--- config.mk ---
export PLATFORM = sky130hd
export DESIGN_NAME = ean8_run_length_decoder_unit_flat
export DESIGN_NICKNAME = d
export VERILOG_FILES = /design/src/rtl/e8rl_pkg.sv /design/src/rtl/e8rl_channels.sv /design/src/rtl/e8rl_front.sv /design/src/rtl/e8rl_digit_acc.sv /design/src/rtl/e8rl_back.sv /design/src/rtl/ean8_run_length_decoder_unit.sv /design/src/flat_wrapper.sv
export SDC_FILE = /design/constraint.sdc
export NUM_CORES = 1
export LEC_CHECK = 0
export BUFFER_PORTS_ARGS = -buffer_cell sky130_fd_sc_hd__buf_2
export CAP_MARGIN = 25
export CORE_MARGIN = 1
export CORE_UTILIZATION = 50
export CTS_CLUSTER_DIAMETER = 100
export DETAILED_ROUTE_END_ITERATION = 7
export PLACE_DENSITY = 0.71
export SYNTH_ARGS = -nofsm -noshare
export SYNTH_HDL_FRONTEND = slang
export SYNTH_SLANG_ARGS = --single-unit
--- constraint.sdc ---
create_clock -name clk -period 8.7 [get_ports clk]
set_input_delay 1.305 -clock clk [delete_from_list [all_inputs] [get_ports clk]]
set_output_delay 1.305 -clock clk [all_outputs]
set_load 0.01 [all_outputs]
--- src/rtl/e8rl_pkg.sv ---
// ----------------------------------------------------------------------------
// e8rl_pkg
// Types, constants and helper functions of the run-length bar code decoder.
// ----------------------------------------------------------------------------
`timescale 1ns / 1ps

package e8rl_pkg;

  localparam int unsigned MAX_MODULE_WIDTH = 16;
  localparam int unsigned RUNS_PER_DIGIT   = 4;
  localparam int unsigned QUEUE_DEPTH      = 2;
  localparam int unsigned QPTR_W           = 1;
  localparam int unsigned QCNT_W           = 2;

  typedef logic [3:0] nibble_t;
  typedef logic [4:0] width_t;
  typedef logic [6:0] count_t;
  typedef logic [2:0] ratio_t;
  typedef logic [3:0] digit_t;
  typedef logic [3:0] wsum_t;
  typedef logic [6:0] dsum_t;
  typedef logic [1:0] bit_idx_t;

  localparam count_t RUN_COUNT_MAX = 7'd127;
  localparam ratio_t RATIO_MAX     = 3'd7;
  localparam bit_idx_t LAST_BIT    = 2'd3;

  // one queued nibble, width already clamped
  typedef struct packed {
    nibble_t nibble;
    logic    first;
    logic    last;
    width_t  width;
  } item_t;

  // scan side to digit accumulator
  typedef struct packed {
    logic   clear;
    logic   ev_valid;
    count_t ev_count;
    width_t ev_width;
  } acc_ctrl_t;

  // digit accumulator to scan side
  typedef struct packed {
    wsum_t weighted_total;
    dsum_t digit_total;
  } acc_stat_t;

  function automatic width_t clamp_width(input width_t w);
    width_t res;
    res = w;
    if (w == '0) begin
      res = 5'd1;
    end else if (32'(w) > MAX_MODULE_WIDTH) begin
      res = width_t'(MAX_MODULE_WIDTH);
    end
    return res;
  endfunction

  // quotient of count by width, saturated at seven, three restoring steps
  function automatic ratio_t sat_ratio(input count_t c, input width_t w);
    logic [9:0] rem;
    logic [9:0] dv;
    ratio_t     q;
    rem = {3'b000, c};
    q   = '0;
    if (rem >= {2'b00, w, 3'b000}) begin
      q = RATIO_MAX;
    end else begin
      for (int i = 2; i >= 0; i--) begin
        dv = {5'b00000, w} << i;
        if (rem >= dv) begin
          rem  = rem - dv;
          q[i] = 1'b1;
        end
      end
    end
    return q;
  endfunction

  // bar, space, bar ratios to digit; unknown patterns give zero
  function automatic digit_t classify(input ratio_t a, input ratio_t b, input ratio_t c);
    digit_t d;
    unique case ({a, b, c})
      {3'd1, 3'd1, 3'd2}: d = 4'd0;
      {3'd1, 3'd2, 3'd2}: d = 4'd1;
      {3'd2, 3'd2, 3'd1}: d = 4'd2;
      {3'd1, 3'd1, 3'd4}: d = 4'd3;
      {3'd2, 3'd3, 3'd1}: d = 4'd4;
      {3'd1, 3'd3, 3'd2}: d = 4'd5;
      {3'd4, 3'd1, 3'd1}: d = 4'd6;
      {3'd2, 3'd1, 3'd3}: d = 4'd7;
      {3'd3, 3'd1, 3'd2}: d = 4'd8;
      {3'd2, 3'd1, 3'd1}: d = 4'd9;
      default:            d = 4'd0;
    endcase
    return d;
  endfunction

  // weighted sum kept modulo ten
  function automatic wsum_t wsum_next(input wsum_t t, input digit_t d, input logic odd);
    logic [5:0] s;
    s = {2'b00, t} + (odd ? ({1'b0, d, 1'b0} + {2'b00, d}) : {2'b00, d});
    priority if (s >= 6'd30) begin
      s = s - 6'd30;
    end else if (s >= 6'd20) begin
      s = s - 6'd20;
    end else if (s >= 6'd10) begin
      s = s - 6'd10;
    end
    return s[3:0];
  endfunction

endpackage

--- src/rtl/e8rl_channels.sv ---
// ----------------------------------------------------------------------------
// e8rl channels
// Valid/ready channel bundles for the nibble input and the result output.
// ----------------------------------------------------------------------------
`timescale 1ns / 1ps

interface e8rl_in_if;
  logic               valid;
  logic               ready;
  e8rl_pkg::nibble_t  nibble;
  logic               first_of_code;
  logic               last_of_code;
  e8rl_pkg::width_t   module_width;

  modport source (output valid, output nibble, output first_of_code,
                  output last_of_code, output module_width, input ready);
  modport sink   (input valid, input nibble, input first_of_code,
                  input last_of_code, input module_width, output ready);
endinterface

interface e8rl_out_if;
  logic             valid;
  logic             ready;
  e8rl_pkg::dsum_t  code_value;
  logic             check_passed;

  modport source (output valid, output code_value, output check_passed, input ready);
  modport sink   (input valid, input code_value, input check_passed, output ready);
endinterface

--- src/rtl/e8rl_front.sv ---
// ----------------------------------------------------------------------------
// e8rl_front
// Takes nibble transfers, clamps the module width and queues the items.
// ----------------------------------------------------------------------------
`timescale 1ns / 1ps

module e8rl_front (
  input  logic            clk,
  input  logic            rst_n,
  e8rl_in_if.sink         in_ch,
  output e8rl_pkg::item_t q_item,
  output logic            q_valid,
  input  logic            q_pop
);

  e8rl_pkg::item_t                    mem_r [e8rl_pkg::QUEUE_DEPTH];
  logic [e8rl_pkg::QPTR_W-1:0]        wr_ptr_r, wr_ptr_nxt;
  logic [e8rl_pkg::QPTR_W-1:0]        rd_ptr_r, rd_ptr_nxt;
  logic [e8rl_pkg::QCNT_W-1:0]        cnt_r, cnt_nxt;
  logic                               push, pop;
  e8rl_pkg::item_t                    new_item;

  assign in_ch.ready = (cnt_r != e8rl_pkg::QCNT_W'(e8rl_pkg::QUEUE_DEPTH));
  assign push        = in_ch.valid && in_ch.ready;
  assign q_valid     = (cnt_r != '0);
  assign pop         = q_pop && q_valid;
  assign q_item      = mem_r[rd_ptr_r];

  always_comb begin
    new_item.nibble = in_ch.nibble;
    new_item.first  = in_ch.first_of_code;
    new_item.last   = in_ch.last_of_code;
    new_item.width  = e8rl_pkg::clamp_width(in_ch.module_width);
  end

  always_comb begin
    wr_ptr_nxt = push ? wr_ptr_r + 1'b1 : wr_ptr_r;
    rd_ptr_nxt = pop ? rd_ptr_r + 1'b1 : rd_ptr_r;
    cnt_nxt    = cnt_r;
    if (push && !pop) begin
      cnt_nxt = cnt_r + 1'b1;
    end else if (pop && !push) begin
      cnt_nxt = cnt_r - 1'b1;
    end
  end

  always_ff @(posedge clk) begin
    if (!rst_n) begin
      wr_ptr_r <= '0;
      rd_ptr_r <= '0;
      cnt_r    <= '0;
    end else begin
      wr_ptr_r <= wr_ptr_nxt;
      rd_ptr_r <= rd_ptr_nxt;
      cnt_r    <= cnt_nxt;
    end
  end

  always_ff @(posedge clk) begin
    if (push) begin
      mem_r[wr_ptr_r] <= new_item;
    end
  end

endmodule

--- src/rtl/e8rl_digit_acc.sv ---
// ----------------------------------------------------------------------------
// e8rl_digit_acc
// Turns closed runs into ratios, classifies digits and keeps the sums.
// ----------------------------------------------------------------------------
`timescale 1ns / 1ps

module e8rl_digit_acc #(
  parameter int unsigned DIGIT_COUNT = 8
) (
  input  logic                 clk,
  input  logic                 rst_n,
  input  e8rl_pkg::acc_ctrl_t  ctrl,
  output e8rl_pkg::acc_stat_t  stat
);

  localparam int unsigned RUN_LIMIT = DIGIT_COUNT * e8rl_pkg::RUNS_PER_DIGIT;
  localparam int unsigned RN_W      = $clog2(RUN_LIMIT + 1);

  logic [RN_W-1:0]      run_number_r, run_number_nxt;
  e8rl_pkg::ratio_t     held_r [2];
  e8rl_pkg::ratio_t     held_nxt [2];
  e8rl_pkg::wsum_t      wsum_r, wsum_nxt;
  e8rl_pkg::dsum_t      dsum_r, dsum_nxt;
  e8rl_pkg::ratio_t     ratio;
  e8rl_pkg::digit_t     digit;
  logic [1:0]           pos;
  logic                 in_range;

  assign ratio    = e8rl_pkg::sat_ratio(ctrl.ev_count, ctrl.ev_width);
  assign digit    = e8rl_pkg::classify(held_r[0], held_r[1], ratio);
  assign pos      = run_number_r[1:0];
  assign in_range = (run_number_r < RN_W'(RUN_LIMIT));

  always_comb begin
    run_number_nxt = run_number_r;
    held_nxt[0]    = held_r[0];
    held_nxt[1]    = held_r[1];
    wsum_nxt       = wsum_r;
    dsum_nxt       = dsum_r;
    if (ctrl.clear) begin
      run_number_nxt = '0;
      held_nxt[0]    = '0;
      held_nxt[1]    = '0;
      wsum_nxt       = '0;
      dsum_nxt       = '0;
    end else if (ctrl.ev_valid && in_range) begin
      run_number_nxt = run_number_r + 1'b1;
      unique case (pos)
        2'd0: held_nxt[0] = ratio;
        2'd1: held_nxt[1] = ratio;
        2'd2: begin
          wsum_nxt = e8rl_pkg::wsum_next(wsum_r, digit, run_number_r[2]);
          dsum_nxt = dsum_r + {3'b000, digit};
        end
        default: ;
      endcase
    end
  end

  always_ff @(posedge clk) begin
    if (!rst_n) begin
      run_number_r <= '0;
      held_r[0]    <= '0;
      held_r[1]    <= '0;
      wsum_r       <= '0;
      dsum_r       <= '0;
    end else begin
      run_number_r <= run_number_nxt;
      held_r[0]    <= held_nxt[0];
      held_r[1]    <= held_nxt[1];
      wsum_r       <= wsum_nxt;
      dsum_r       <= dsum_nxt;
    end
  end

  assign stat.weighted_total = wsum_r;
  assign stat.digit_total    = dsum_r;

endmodule

--- src/rtl/e8rl_back.sv ---
// ----------------------------------------------------------------------------
// e8rl_back
// Bit-serial run scanner with sequencer and result register.
// ----------------------------------------------------------------------------
`timescale 1ns / 1ps

module e8rl_back (
  input  logic                 clk,
  input  logic                 rst_n,
  input  e8rl_pkg::item_t      q_item,
  input  logic                 q_valid,
  output logic                 q_pop,
  output e8rl_pkg::acc_ctrl_t  acc_ctrl,
  input  e8rl_pkg::acc_stat_t  acc_stat,
  e8rl_out_if.source           out_ch
);

  typedef enum logic [3:0] {
    S_IDLE  = 4'b0001,
    S_BITS  = 4'b0010,
    S_DRAIN = 4'b0100,
    S_EMIT  = 4'b1000
  } state_t;

  state_t                state_r, state_nxt;
  e8rl_pkg::nibble_t     nib_r, nib_nxt;
  logic                  first_r, first_nxt;
  logic                  last_r, last_nxt;
  e8rl_pkg::width_t      width_r, width_nxt;
  e8rl_pkg::bit_idx_t    bit_idx_r, bit_idx_nxt;
  logic                  level_r, level_nxt;
  e8rl_pkg::count_t      run_count_r, run_count_nxt;
  logic                  gap_r, gap_nxt;
  logic                  ev_valid_r, ev_valid_nxt;
  e8rl_pkg::count_t      ev_count_r, ev_count_nxt;
  e8rl_pkg::width_t      ev_width_r, ev_width_nxt;
  logic                  out_valid_r, out_valid_nxt;
  e8rl_pkg::dsum_t       out_code_r, out_code_nxt;
  logic                  out_pass_r, out_pass_nxt;

  logic                  fresh;
  logic                  base_level;
  e8rl_pkg::count_t      base_count;
  logic                  base_gap;
  logic                  cur_bit;
  logic                  emit_load;
  logic                  pass;

  // first nibble of a code scans from the cleared state
  assign fresh      = (state_r == S_BITS) && first_r && (bit_idx_r == '0);
  assign base_level = fresh ? 1'b0 : level_r;
  assign base_count = fresh ? '0 : run_count_r;
  assign base_gap   = fresh ? 1'b1 : gap_r;
  assign cur_bit    = nib_r[bit_idx_r];

  assign q_pop = q_valid && ((state_r == S_IDLE) ||
                 ((state_r == S_BITS) && (bit_idx_r == e8rl_pkg::LAST_BIT) && !last_r));

  assign emit_load = (state_r == S_EMIT) && (!out_valid_r || out_ch.ready);
  assign pass      = (acc_stat.weighted_total == '0);

  always_comb begin
    state_nxt     = state_r;
    nib_nxt       = nib_r;
    first_nxt     = first_r;
    last_nxt      = last_r;
    width_nxt     = width_r;
    bit_idx_nxt   = bit_idx_r;
    level_nxt     = level_r;
    run_count_nxt = run_count_r;
    gap_nxt       = gap_r;
    ev_valid_nxt  = 1'b0;
    ev_count_nxt  = ev_count_r;
    ev_width_nxt  = ev_width_r;
    out_valid_nxt = out_valid_r && !out_ch.ready;
    out_code_nxt  = out_code_r;
    out_pass_nxt  = out_pass_r;

    unique case (state_r)
      S_IDLE: begin
      end
      S_BITS: begin
        level_nxt     = base_level;
        run_count_nxt = base_count;
        gap_nxt       = base_gap;
        if (base_gap) begin
          if (cur_bit) begin
            gap_nxt       = 1'b0;
            level_nxt     = 1'b1;
            run_count_nxt = 7'd1;
          end
        end else if (cur_bit == base_level) begin
          if (base_count < e8rl_pkg::RUN_COUNT_MAX) begin
            run_count_nxt = base_count + 1'b1;
          end
        end else begin
          ev_valid_nxt  = 1'b1;
          ev_count_nxt  = base_count;
          ev_width_nxt  = width_r;
          level_nxt     = cur_bit;
          run_count_nxt = 7'd1;
        end
        bit_idx_nxt = bit_idx_r + 1'b1;
        if (bit_idx_r == e8rl_pkg::LAST_BIT) begin
          if (last_r) begin
            state_nxt = S_DRAIN;
          end else if (!q_pop) begin
            state_nxt = S_IDLE;
          end
        end
      end
      S_DRAIN: begin
        state_nxt = S_EMIT;
      end
      S_EMIT: begin
        if (emit_load) begin
          out_valid_nxt = 1'b1;
          out_pass_nxt  = pass;
          out_code_nxt  = pass ? acc_stat.digit_total : '0;
          level_nxt     = 1'b0;
          run_count_nxt = '0;
          gap_nxt       = 1'b1;
          state_nxt     = S_IDLE;
        end
      end
      default: begin
        state_nxt = S_IDLE;
      end
    endcase

    if (q_pop) begin
      nib_nxt     = q_item.nibble;
      first_nxt   = q_item.first;
      last_nxt    = q_item.last;
      width_nxt   = q_item.width;
      bit_idx_nxt = '0;
      state_nxt   = S_BITS;
    end
  end

  always_ff @(posedge clk) begin
    if (!rst_n) begin
      state_r     <= S_IDLE;
      bit_idx_r   <= '0;
      level_r     <= 1'b0;
      run_count_r <= '0;
      gap_r       <= 1'b1;
      ev_valid_r  <= 1'b0;
      out_valid_r <= 1'b0;
      first_r     <= 1'b0;
      last_r      <= 1'b0;
    end else begin
      state_r     <= state_nxt;
      bit_idx_r   <= bit_idx_nxt;
      level_r     <= level_nxt;
      run_count_r <= run_count_nxt;
      gap_r       <= gap_nxt;
      ev_valid_r  <= ev_valid_nxt;
      out_valid_r <= out_valid_nxt;
      first_r     <= first_nxt;
      last_r      <= last_nxt;
    end
  end

  always_ff @(posedge clk) begin
    nib_r      <= nib_nxt;
    width_r    <= width_nxt;
    ev_count_r <= ev_count_nxt;
    ev_width_r <= ev_width_nxt;
    out_code_r <= out_code_nxt;
    out_pass_r <= out_pass_nxt;
  end

  assign acc_ctrl.clear    = fresh || emit_load;
  assign acc_ctrl.ev_valid = ev_valid_r;
  assign acc_ctrl.ev_count = ev_count_r;
  assign acc_ctrl.ev_width = ev_width_r;

  assign out_ch.valid        = out_valid_r;
  assign out_ch.code_value   = out_code_r;
  assign out_ch.check_passed = out_pass_r;

endmodule

--- src/rtl/ean8_run_length_decoder_unit.sv ---
// ----------------------------------------------------------------------------
// ean8_run_length_decoder_unit
// Decodes an 8-digit bar code row from a nibble stream and checks its sum.
// ----------------------------------------------------------------------------
// Channels: in_ch carries one nibble per transfer with first/last markers and
// the module width; out_ch carries one result per code (digit sum, zeroed on
// a failed check, and check flag), sent after the transfer with last_of_code.
// Throughput: the scanner takes one bit per cycle while it holds a nibble,
// and back-to-back nibbles of a code follow without a gap. After a last
// nibble the closing run settles, the result loads and the scanner restarts.
// A result reaches out_ch.valid once a last nibble has left the queue, its
// bits are scanned and the drain and emit states have run.
// A two-entry queue sits between the input and the scanner, so nibbles are
// taken while the scanner works or while a result waits.
// Reset: queue emptied, running state cleared, no result pending.
// Receiver stall: the result stays in the output register, the scanner waits
// with the next result, the queue fills and then in_ch.ready drops.
// ----------------------------------------------------------------------------
`timescale 1ns / 1ps

module ean8_run_length_decoder_unit #(
  parameter int unsigned DIGIT_COUNT = 8
) (
  input  logic        clk,
  input  logic        rst_n,
  e8rl_in_if.sink     in_ch,
  e8rl_out_if.source  out_ch
);

  e8rl_pkg::item_t      q_item;
  logic                 q_valid;
  logic                 q_pop;
  e8rl_pkg::acc_ctrl_t  acc_ctrl;
  e8rl_pkg::acc_stat_t  acc_stat;

  e8rl_front u_front (
    .clk     (clk),
    .rst_n   (rst_n),
    .in_ch   (in_ch),
    .q_item  (q_item),
    .q_valid (q_valid),
    .q_pop   (q_pop)
  );

  e8rl_digit_acc #(
    .DIGIT_COUNT (DIGIT_COUNT)
  ) u_acc (
    .clk   (clk),
    .rst_n (rst_n),
    .ctrl  (acc_ctrl),
    .stat  (acc_stat)
  );

  e8rl_back u_back (
    .clk      (clk),
    .rst_n    (rst_n),
    .q_item   (q_item),
    .q_valid  (q_valid),
    .q_pop    (q_pop),
    .acc_ctrl (acc_ctrl),
    .acc_stat (acc_stat),
    .out_ch   (out_ch)
  );

endmodule

--- src/flat_wrapper.sv ---
// flat-port wrapper written by rule: the top's interface ports become plain ports
module ean8_run_length_decoder_unit_flat 
#(
  parameter int unsigned DIGIT_COUNT = 8
)
  (clk, rst_n, in_ch_valid, in_ch_nibble, in_ch_first_of_code, in_ch_last_of_code, in_ch_module_width, in_ch_ready, out_ch_valid, out_ch_code_value, out_ch_check_passed, out_ch_ready);
  e8rl_in_if in_ch_i ();
  e8rl_out_if out_ch_i ();
  input  logic clk;
  input  logic rst_n;
  input wire logic [$bits(in_ch_i.valid)-1:0] in_ch_valid;
  input wire logic [$bits(in_ch_i.nibble)-1:0] in_ch_nibble;
  input wire logic [$bits(in_ch_i.first_of_code)-1:0] in_ch_first_of_code;
  input wire logic [$bits(in_ch_i.last_of_code)-1:0] in_ch_last_of_code;
  input wire logic [$bits(in_ch_i.module_width)-1:0] in_ch_module_width;
  output wire logic [$bits(in_ch_i.ready)-1:0] in_ch_ready;
  output wire logic [$bits(out_ch_i.valid)-1:0] out_ch_valid;
  output wire logic [$bits(out_ch_i.code_value)-1:0] out_ch_code_value;
  output wire logic [$bits(out_ch_i.check_passed)-1:0] out_ch_check_passed;
  input wire logic [$bits(out_ch_i.ready)-1:0] out_ch_ready;
  assign in_ch_i.valid = in_ch_valid;
  assign in_ch_i.nibble = in_ch_nibble;
  assign in_ch_i.first_of_code = in_ch_first_of_code;
  assign in_ch_i.last_of_code = in_ch_last_of_code;
  assign in_ch_i.module_width = in_ch_module_width;
  assign in_ch_ready = in_ch_i.ready;
  assign out_ch_valid = out_ch_i.valid;
  assign out_ch_code_value = out_ch_i.code_value;
  assign out_ch_check_passed = out_ch_i.check_passed;
  assign out_ch_i.ready = out_ch_ready;
  ean8_run_length_decoder_unit #(.DIGIT_COUNT(DIGIT_COUNT)) u_core (.clk(clk), .rst_n(rst_n), .in_ch(in_ch_i), .out_ch(out_ch_i));
endmodule
---- After elaboration in Yosys (flattened, before gate mapping) ----
Memory sizes are Yosys's and may differ from the RTL's. A register that Yosys moved wholly into a read port is not among the register bits.
Cells that the tools add are included.
storage, ports and cells
  input bits .............................. 15
  flip-flop bits (word level) ............. 69
  memory bits (read-only) ................. 0
  memories ................................ 2
  bits in latches ......................... 0
  memory bits (writable) .................. 28
  word-level logic and storage cells ...... 173
  output and inout bits ................... 10
cells by class
  bitwise operators ....................... 7
  multiplexer cells ....................... 57
  divide/modulo/power cells ............... 0
  $add $sub $neg .......................... 15
  multipliers ............................. 0
  shift-type cells ........................ 0
  eq/ne operators ......................... 23
  $lt $le $gt $ge ......................... 11
  reductions and logical operators ........ 36
memories
  name                  words  width  read ports  clocked after memory_dff  write ports  line                  text
  u_core.u_front.mem_r  2      11     1           1                         1            e8rl_front.sv:16      e8rl_pkg::item_t mem_r [e8rl_pkg::QUEUE_DEPTH];
  u_core.u_acc.held_r   2      3      2           0                         2            e8rl_digit_acc.sv:20  e8rl_pkg::ratio_t held_r [2];
operators by type and width
  kind                                                 count
  == test 9 x 8 -> 1 bit, second input constant        5
  2-to-1 mux 7 bit                                     6
  2-to-1 mux 10 bit                                    4
  one-hot mux 4 bit (9 select lines)                   1
  == test 9 x 7 -> 1 bit, second input constant        3
  2-to-1 mux 1 bit                                     22
  2-to-1 mux 4 bit                                     5
  2-to-1 mux 3 bit                                     6
  2-to-1 mux 6 bit                                     3
  one-hot mux 4 bit (4 select lines)                   1
  one-hot mux 7 bit (2 select lines)                   1
  >= comparator 6 x 5 -> 1 bit, second input constant  2
  logical AND 1 bit                                    12
  >= comparator 10 x 5 -> 1 bit                        1
  >= comparator 10 x 6 -> 1 bit                        1
  2-to-1 mux 5 bit                                     2
  subtractor 10 x 6 -> 10 bit                          1
  == test 9 bit, second input constant                 1
  AND reduction 3 bit                                  3
  >= comparator 7 x 8 -> 1 bit                         1
  subtractor 4 bit, second input constant              2
  subtractor 7 x 7 -> 8 bit                            1
  adder 7 x 1 -> 7 bit, second input constant          1
  adder 7 x 4 -> 7 bit                                 1
  38 further kinds                                     63

---- Longest topological paths before layout ----
Gate-level depths: netlist (run 1).
  word-level depth ........................ 18
  depth in mapped cells ................... 46
  mapped depth without buffers ............ 43

---- Modules after synthesis ----
A second synthesis (run 1) with hierarchy kept.
second synthesis, totals
  cell total of the unflattened synthesis .. 622
  area total of the unflattened synthesis .. 6189.7 µm²
by module, submodules not included
  module          area each (µm²)  cells an instance  seq. area each (µm²)  instances
  e8rl_digit_acc  2921.6           358                460.4                 1
  e8rl_back       2209.6           198                1251.2                1
  e8rl_front      1058.5           66                 760.7                 1

---- Worst setup path after synthesis (run 1) ----
OpenSTA, ideal clock, no wires.
  path type ............................... register to register
  start point ............................. register u_core.u_back.ev_count_r[2]
  end point ............................... register u_core.u_acc.wsum_r[1]
  path buffers ............................ 3
  slack ................................... 0.073 ns
  setup time .............................. 0.079 ns
  period minus slack after synthesis ...... 8.627 ns
  required time ........................... 8.621 ns
  stages on the path, launching flop included .. 42
  arrival time ............................ 8.548 ns
  path through ............................ edfxtp_1 -> inv_1 -> ha_1 -> inv_1 -> fa_1 -> o2111a_2 -> nand2b_4 -> clkbuf_1 -> o21ai_0 -> inv_1 -> ha_1 -> nor2b_1 -> o21ai_1 -> a21oi_1 -> nor3_1 -> and3_1 -> clkbuf_1 -> mux2_2 -> [... 6 more ...] -> clkbuf_1 -> nor4_1 -> o2111ai_1 -> nand2_1 -> inv_1 -> fa_1 -> a21oi_1 -> ha_1 -> a21oi_1 -> xor2_1 -> inv_1 -> ha_1 -> a221oi_1 -> nor4b_2 -> or2_1 -> o221ai_2 -> xnor2_1 -> a211oi_2
between the ends
  longest elaborated chain between the ends .. 18
  elaborated cells between the ends (all ways) .. 36
  those cells by class .................... add/sub (7); order compare (7); eq/ne (9); mux (13)
RTL lines
  element                                                                       line                              text
  start: declaration                                                            e8rl_back.sv:35                   e8rl_pkg::count_t ev_count_r, ev_count_nxt;
  start signal: assignment                                                      e8rl_back.sv:168                  ev_count_r <= ev_count_nxt;
  subtractor 7 x 7 -> 8 bit or >= comparator 7 bit (tied branches)              e8rl_pkg.sv:74, e8rl_pkg.sv:73
  2-to-1 mux 10 bit                                                             e8rl_pkg.sv:73                    if (rem >= dv) begin
  2-to-1 mux 10 bit                                                             e8rl_pkg.sv:68                    if (rem >= {2'b00, w, 3'b000}) begin
  subtractor 10 x 6 -> 10 bit or >= comparator 10 x 6 -> 1 bit (tied branches)  e8rl_pkg.sv:74, e8rl_pkg.sv:73
  2-to-1 mux 10 bit                                                             e8rl_pkg.sv:73
  2-to-1 mux 10 bit                                                             e8rl_pkg.sv:68
  >= comparator 10 x 5 -> 1 bit                                                 e8rl_pkg.sv:73
  2-to-1 mux 1 bit                                                              e8rl_pkg.sv:73
  [... 2 more ...]                                                              n/a
  one-hot mux 4 bit (9 select lines) (*)                                        e8rl_pkg.sv:85                    unique case ({a, b, c})
  adder 5 x 4 -> 6 bit                                                          e8rl_pkg.sv:104                   s = {2'b00, t} + (odd ? ({1'b0, d, 1'b0} + {2'b00, d}) : {2'b00, d});
  2-to-1 mux 6 bit (*)                                                          e8rl_pkg.sv:104
  adder 4 x 6 -> 6 bit (*)                                                      e8rl_pkg.sv:104
  >= comparator 6 x 4 -> 1 bit or subtractor 4 bit (tied branches)              e8rl_pkg.sv:109, e8rl_pkg.sv:110
  2-to-1 mux 4 bit                                                              e8rl_pkg.sv:109                   end else if (s >= 6'd10) begin
  2-to-1 mux 4 bit                                                              e8rl_pkg.sv:107                   end else if (s >= 6'd20) begin
  2-to-1 mux 4 bit (*)                                                          e8rl_pkg.sv:105                   priority if (s >= 6'd30) begin
  end signal: assignment                                                        e8rl_digit_acc.sv:71              wsum_r <= wsum_nxt;
  end: declaration                                                              e8rl_digit_acc.sv:22              e8rl_pkg::wsum_t wsum_r, wsum_nxt;
Every way passes the cells marked *; elsewhere a longest branch is shown, timed or not. The select of a mux whose other input is x is not followed.
A chain may end at the register's enable or synchronous reset.

---- Worst setup path in the final report (run 1) ----
  start point ............................. register u_core.u_back.ev_count_r[2]
  end point ............................... register u_core.u_acc.wsum_r[3]
Same word-level chain as after synthesis.

==> impl_results.md, run 1 <==
- Status: completed
- Non-filler cells, final: 779
- Max IR drop VDD: 0.155 mV
- Final Instance Area: 6580 µm²
- Comb power frac: 0.146
- Buf/Inv on CP: 6
- Vias in the first global route: 4223
- Nature of the critical path startpoint: flop
- Total GRT Usage: 0.187
- # IOs: 25
- Top cells by area, synth: edfxtp_1 (26%), dfxtp_1 (16%), ha_1 (10%)
- Root Driver: clkbuf_16
- Average wire per standard cell: 14.3 µm
- Total CTS buffers: 9
- Global route overflow: 0
- Initial DRT Pass Iterations: 5
- Final setup viols: 0
- Leakage: 2.70 nW
- Minimum clock period: 8.26 ns
- Yosys warns: 0
- Setup TNS: 0 ns
- Leading area contributor after synthesis: edfxtp_1
- Slew Viols, Final: 0
- Max Freq: 0.121 GHz
- Antenna violations before repair: 0
- Clock Power Share: 0.335
- Power per Cell Area: 170 nW/µm²
- Total length of routed wires: 11.1 mm
- CP max stage cell: fa_1
- Placeable Area: 11400 µm²
- Area share of the largest cell type after synthesis: 0.261
- Setup ws final: 0.443 ns
- DIE HEIGHT: 110 µm
- Top FF cell, synth: edfxtp_1
- Sequential cell area: 2470 µm²
- Die area: 12200 µm²
- Dpl hpwl: 8.20 mm
- Critical path type: reg2reg
- Switching power: 0.294 mW
- Reg-to-reg startpoint: u_core.u_back.ev_count_r[2]
- CP Data Required Time: 8.88 ns
- CP Data Arrival Time: 8.44 ns
- Critical Path Sink: u_core.u_acc.wsum_r[3]
- Clock sinks: 98
- Cell Int Power: 0.824 mW
- Hold Slack: 0.419 ns
- EDFF count, synth: 51
- Post-Place Cell Area: 6130 µm²
- Multi-input logic area: 3270 µm²
- Fillers: 975
- Hold_buf cts: 0
- Slew margin rel.: 0.285
- Critical path's top delay family: adder cells
- MaxCap Viol Count: 0
- Register area share after synthesis: 0.421
- Worst Clk Skew: 0.00762 ns
- First-pass GRT wire length: 18.7 mm
- Total power: 1.12 mW
- Worst slew pin tran: 1.06 ns
- Sw Ratio: 0.263
- Dpl ws: -0.209 ns
- HP Class: reg2reg
- CTS tree: done
- Layout cell share with drive strength beyond 1: 0.164
- CP max FO: 13
- Area grow syn2layout: 12.0%
- Antenna-violating nets left: 0
- Reg2reg path depth: 38
- Flop pwr share: 0.519
- Rows: 39
- Worst skew pair latency: 0.35 ns
- Worst reg-to-reg setup slack: 0.44 ns
- DRC: 0
- Final hold violations: 0
- Clock-pin slew on the worst setup and hold paths: 0.07 ns
- Clk buf depth: 2
- Final Wtd Congestion: 0.850
- Yosys cell types: 65
- Port Buffers: 24
- Chip width: 110 µm
- Post-synth ARST share: 0
- Htree depth: 3
- Fin util: 0.576
- Reg2reg end: u_core.u_acc.wsum_r[3]
- Post-synthesis register bit count: 98
- Crit. Startpoint: u_core.u_back.ev_count_r[2]
- CP Depth: 38
- Worst Setup End Kind: flop
- Nets: 698
- Mapped Nets: 670
- Mapped cell area: 5880 µm²
- Vias: 4346
- Inst Count DP: 752
- First DRT Iteration DRCs: 212
- Final worst-path cycle share: 0.949
- Initial Utilization: 0.515
- Avg Cell Area, Syn: 9.75 µm²
- DR vias/cell: 5.58
- Largest net degree at the start of global routing: 24
- Gate Count Post-Synth: 603
- Max incr delay on CP: 0.54 ns
- Diodes inserted: 0
worst min-delay path by stage:
stage	end	depth (start not counted)	startpoint	slack (ns)
2_1_floorplan	u_core.u_back.ev_width_r[0]	0	u_core.u_back.width_r[0]	0.40
3_3_place_gp	u_core.u_back.ev_width_r[4]	0	u_core.u_back.width_r[4]	0.40
3_5_place_dp	u_core.u_back.ev_width_r[2]	0	u_core.u_back.width_r[2]	0.41
4_1_cts	u_core.u_back.ev_width_r[2]	0	u_core.u_back.width_r[2]	0.42
5_1_grt	u_core.u_back.ev_width_r[0]	0	u_core.u_back.width_r[0]	0.44
6_report	u_core.u_back.ev_width_r[2]	0	u_core.u_back.width_r[2]	0.42
cell usage after synthesis, types with 2 or more instances:
master and number:
clkbuf_1 21, a31oi_1 9, edfxtp_1 51, o21a_1 4
nand3_1 11, mux2_2 12, mux2_4 2, ha_1 47
nor2b_1 24, dfxtp_1 47, a22oi_1 4, a211oi_1 8
and3b_1 2, nor2_1 62, o2111ai_1 2, o2bb2ai_1 2
and3_1 9, o211ai_2 2, nor3_1 9, o21ai_0 21
xnor2_1 12, a21o_1 9, o22ai_1 2, o21ai_1 4
nand2b_1 13, o211ai_1 2, mux2i_1 9, nor4bb_1 2
fa_1 5, nor4_1 5, o211a_1 4, and2_1 23
nand3b_1 3, nor4b_2 3, nand4_1 6, a21oi_1 29
xor2_1 12, inv_1 37, a211oi_2 2, o221ai_1 2
nand2_1 46
cells by family (layout without fill, tap and decap cells):
| family | count (synthesis) | after routing | synth area share |
|---|---|---|---|
| and+or+nand+nor | 226 | 226 | 0.201 |
| AOI/OAI and AO/OA | 116 | 116 | 0.135 |
| DFF | 98 | 98 | 0.421 |
| buffers and inverters | 61 | 94 | 0.0392 |
| adders and majority gates | 52 | 52 | 0.117 |
| muxes | 26 | 26 | 0.0515 |
| xor gates and xnor gates | 24 | 24 | 0.0358 |
power by group through the flow:
stage	Clock (mW)	Combinational [mW]	Sequential, mW
2_1_floorplan	0	0.136	0.574
4_1_cts	0.384	0.163	0.582
5_1_grt	0.401	0.183	0.588
3_3_place_gp	0	0.157	0.589
6_report	0.375	0.163	0.581
3_5_place_dp	0	0.161	0.592
registers in the layout (all words and copies together), names as in the netlist, 2 cells and up, named ones only:
signal                           cells
u_core.u_front.mem_r                22
u_core.u_acc.dsum_r                  7
u_core.u_back.ev_count_r             7
u_core.u_back.out_ch.code_value      7
u_core.u_back.run_count_r            7
u_core.u_acc.held_r                  6
u_core.u_acc.run_number_r            6
u_core.u_back.ev_width_r             5
u_core.u_back.width_r                5
u_core.u_acc.wsum_r                  4
u_core.u_back.nib_r                  4
u_core.u_back.state_r                4
u_core.u_back.bit_idx_r              2
u_core.u_front.cnt_r                 2
worst register-to-register path, delay by kind of cell, from the launching register on:
family / cells / cell delay (ns)
adder cells (fa/ha/maj): 7 / 2.24
AND/OR/NAND/NOR: 12 / 2.00
XOR/XNOR: 2 / 0.32
buffers and inverters: 6 / 0.59
AO/OA/AOI/OAI: 9 / 1.85
flip-flops: 1 / 0.42
multiplexers: 2 / 0.71
layer usage:
metal	global-route usage	wire length (µm)	up-vias
met1	0.223	5010	2074
met5	0	0	-
met3	0.0231	227	20
met2	0.328	5640	57
li1	-	-	2195
met4	0.0996	278	0
layout make-up:
type,count,area share
inverter,38,0.0217
clock inverter,7,0.00893
timing repair buffer,40,0.0361
tap,143,0.0272
clock buffer,9,0.0342
sequential,98,0.376
multi-input combinational,444,0.496
layout by cell type (no fill, tap or decap), types with 6 or more instances in the layout:
cell        n
xnor2_1    12
ha_1       47
nand2_1    45
nor3_1      7
and2_1     23
dfxtp_1    47
a211oi_1    8
nand4_1     6
inv_1      36
and3_1      7
buf_4      15
nor2b_1    24
a31oi_1     8
nor2_1     62
a21o_1      9
o21ai_0    19
mux2i_1     9
nand2b_1   13
a21oi_1    28
mux2_2     12
nand3_1    11
edfxtp_1   51
buf_2      24
clkbuf_16   9
xor2_1     12
timing repair:
item,4_1_cts,5_1_grt
setup buffers,0,9
endpoints found under the setup margin,3,3
resized for setup,3,17
pin swaps,1,6
(Power assumes the default switching activity.)
==> run 2: changes to the inputs <==
--- a/config.mk
+++ b/config.mk
@@ -14,4 +14,5 @@
 export PLACE_DENSITY = 0.71
 export SYNTH_ARGS = -nofsm -noshare
 export SYNTH_HDL_FRONTEND = slang
+export SYNTH_HIERARCHICAL = 1
 export SYNTH_SLANG_ARGS = --single-unit
==> run 2 against run 1 <==
Core utilization rose by 0.65 points. Synthesized cell count rose by 3.2%. Synthesized area rose by 5.3%. Combinational power rose by 25%. Die area rose by 5.2%. Global-route usage rose by 1.9 points. Wire length rose by 12%. Sequential power rose by 3%. Worst setup slack got worse by 0.063 ns. Via count rose by 8.4%. Critical endpoint is now u_core/u_acc/wsum_r[1]. Largest cell class unchanged.
==> impl_results.md, run 2 <==
- Max IR drop VDD: 0.151 mV (was 0.155 mV)
- Leakage: 2.63 nW (was 2.70 nW)
- Vias: 4709 (was 4346)
- Top cells by area, synth: edfxtp_1 (25%), dfxtp_1 (15%), ha_1 (9.5%) (was edfxtp_1 (26%), dfxtp_1 (16%), ha_1 (10%))
- Leading area contributor after synthesis: edfxtp_1 (unchanged)
- Rows: 40 (was 39)
- CP max FO: 7 (was 13)
- Clock sinks: 98 (unchanged)
- Slew Viols, Final: 0 (unchanged)
- Vias in the first global route: 4595 (was 4223)
- Nets: 722 (was 698)
- MaxCap Viol Count: 0 (unchanged)
- # IOs: 25 (unchanged)
- CP Data Required Time: 8.96 ns (was 8.88 ns)
- Worst Clk Skew: 0.0113 ns (was 0.00762 ns)
- Yosys warns: 6 (was 0)
- Antenna violations before repair: 0 (unchanged)
- Post-Place Cell Area: 6550 µm² (was 6130 µm²)
- Global route overflow: 0 (unchanged)
- Most frequent cells in the layout: nor2_1 (55), edfxtp_1 (51), dfxtp_1 (47) (was nor2_1 (62), edfxtp_1 (51), ha_1 (47), dfxtp_1 (47), nand2_1 (45))
- Area grow syn2layout: 13.6% (was 12.0%)
- DR vias/cell: 5.69 (was 5.58)
- Hold_buf cts: 0 (unchanged)
- Comb power frac: 0.173 (was 0.146)
- Final hold violations: 0 (unchanged)
- Clock Power Share: 0.317 (was 0.335)
- Clock-pin slew on the worst setup and hold paths: 0.07 ns (about the same)
- Chip width: 113 µm (was 110 µm)
- Placeable Area: 12100 µm² (was 11400 µm²)
- Fin util: 0.583 (was 0.576)
- Initial Utilization: 0.513 (was 0.515)
- Reg-to-reg startpoint: u_core/u_back/ev_width_r[2] (was u_core.u_back.ev_count_r[2])
- Avg Cell Area, Syn: 9.95 µm² (was 9.75 µm²)
- Diodes inserted: 0 (unchanged)
- Register area share after synthesis: 0.399 (was 0.421)
- Switching power: 0.330 mW (was 0.294 mW)
- Crit. Startpoint: u_core/u_back/ev_width_r[2] (was u_core.u_back.ev_count_r[2])
- Top cells by count, synth: nor2_1 (57), edfxtp_1 (51), dfxtp_1 (47), ha_1 (47), nand2_1 (44) (was nor2_1 (62), edfxtp_1 (51), dfxtp_1 (47), ha_1 (47), nand2_1 (46))
- Minimum clock period: 8.32 ns (was 8.26 ns)
- Max Freq: 0.120 GHz (was 0.121 GHz)
- Clk buf depth: 2 (unchanged)
- DRC: 0 (unchanged)
- Power per Cell Area: 168 nW/µm² (was 170 nW/µm²)
- Dpl hpwl: 9.23 mm (was 8.20 mm)
- Worst Setup End Kind: flop (unchanged)
- Sw Ratio: 0.280 (was 0.263)
- Antenna-violating nets left: 0 (unchanged)
- Max FFs per register: 22 (unchanged)
- Final Instance Area: 7030 µm² (was 6580 µm²)
- Slew margin rel.: 0.362 (was 0.285)
- Final setup viols: 0 (unchanged)
- Dpl ws: -0.248 ns (was -0.209 ns)
- First DRT Iteration DRCs: 251 (was 212)
- Cell Int Power: 0.848 mW (was 0.824 mW)
- Gate Count Post-Synth: 622 (was 603)
- CP Data Arrival Time: 8.58 ns (was 8.44 ns)
- Worst skew pair latency: 0.34 ns (was 0.35 ns)
- Yosys cell types: 87 (was 65)
- Inst Count DP: 808 (was 752)
- Die area: 12800 µm² (was 12200 µm²)
- Setup TNS: 0 ns (unchanged)
- First-pass GRT wire length: 21.2 mm (was 18.7 mm)
- Status: completed (unchanged)
- Post-synth ARST share: 0 (unchanged)
- Worst slew pin tran: 0.948 ns (was 1.06 ns)
- Cell with the most instances after synthesis: nor2_1 (unchanged)
- Average wire per standard cell: 15.0 µm (was 14.3 µm)
- Largest reg by FF count: u_core/u_front/mem_r (was u_core.u_front.mem_r)
- Non-filler cells, final: 828 (was 779)
- Flop pwr share: 0.510 (was 0.519)
- Top FF cell, synth: edfxtp_1 (unchanged)
- Post-synthesis register bit count: 98 (unchanged)
- Layout cell share with drive strength beyond 1: 0.208 (was 0.164)
- Nature of the critical path startpoint: flop (unchanged)
- Total GRT Usage: 0.206 (was 0.187)
- Setup ws final: 0.380 ns (was 0.443 ns)
- Largest net degree at the start of global routing: 20 (was 24)
- Total length of routed wires: 12.4 mm (was 11.1 mm)
- Initial DRT Pass Iterations: 4 (was 5)
- Mapped Nets: 689 (was 670)
- Area share of the largest cell type after synthesis: 0.247 (was 0.261)
- Final Wtd Congestion: 0.903 (was 0.850)
- Root Driver: clkbuf_16 (unchanged)
- CP max stage cell: or3_2 (was fa_1)
- EDFF count, synth: 51 (unchanged)
- Total CTS buffers: 9 (unchanged)
- Max incr delay on CP: 0.47 ns (was 0.54 ns)
- Critical path type: reg2reg (unchanged)
- CTS tree: done (unchanged)
- Mapped cell area: 6190 µm² (was 5880 µm²)
- Hold Crit Start: u_core/u_back/width_r[4] (was u_core.u_back.width_r[2])
- Htree depth: 3 (unchanged)
- DIE HEIGHT: 113 µm (was 110 µm)
- HP Class: reg2reg (unchanged)
- Port Buffers: 24 (unchanged)
- Most common cell after layout, fill and taps aside: nor2_1 (unchanged)
- Final worst-path cycle share: 0.956 (was 0.949)
-- run 2: layout make-up --
type                            count  area (µm²)
Clock buffer                       10         229
Inverter                           37         139
Sequential cell                    98        2470
Timing Repair Buffer               42         255
Clock inverter                      6        55.1
Multi-Input combinational cell    467        3670
Fill cell                        1004        5030
Tap cell                          168         210
-- run 2: stage by stage --
| step | hold WS (ns) | total power, mW |
|---|---|---|
| floorplan | 0.400 | 0.761 |
| global placement | 0.403 | 0.803 |
| detailed placement | 0.405 | 0.814 |
| CTS | 0.421 | 1.19 |
| global route | 0.425 | 1.24 |
| finish | 0.420 | 1.18 |
-- run 2: what timing repair did --
action                                  in CTS  in global routing
pin swaps                                    0                  7
endpoints found under the setup margin       3                  3
setup buffers                                0                  4
hold endpoints to repair                     0                  0
resized for setup                            5                 24
-- run 2: critical path, delay by kind of cell, from the launching register on --
kind	cells	cell delay, ns
DFF	1	0.37
buffers and inverters	3	0.40
adders and majority gates	7	2.15
muxes	2	0.46
xor gates and xnor gates	1	0.23
and+or+nand+nor	9	2.27
AOI/OAI and AO/OA	15	2.31
-- run 2: worst paths after layout --
kind	to	slack, ns	depth (start not counted)
setup / recovery	u_core/u_acc/wsum_r[1]	0.38	37
hold reg to reg	u_core/u_back/ev_width_r[4]	0.42	0
setup reg to reg	u_core/u_acc/wsum_r[1]	0.38	37
hold / removal	u_core/u_back/ev_width_r[4]	0.42	0
-- run 2: cell families after synthesis --
family	after synthesis	synth area share
AOI/OAI and AO/OA	142	0.166
adders and majority gates	52	0.111
DFF	98	0.399
and+or+nand+nor	230	0.211
muxes	22	0.0420
buffers and inverters	57	0.0406
xor gates and xnor gates	21	0.0297
-- run 2: power by group through the flow --
stage          Clock [mW]  Sequential (mW)  Combinational, mW
3_3_place_gp            0            0.606              0.197
2_1_floorplan           0            0.585              0.177
5_1_grt             0.401            0.609              0.226
3_5_place_dp            0            0.611              0.203
4_1_cts             0.383            0.601              0.204
6_report            0.374            0.601              0.203
-- run 2: metal layers --
layer,wire (µm),vias to the layer above,global-route usage
met3,369,23,0.0386
met2,6090,77,0.348
met4,196,0,0.0728
met1,5790,2266,0.264
li1,-,2343,-
met5,0,-,0
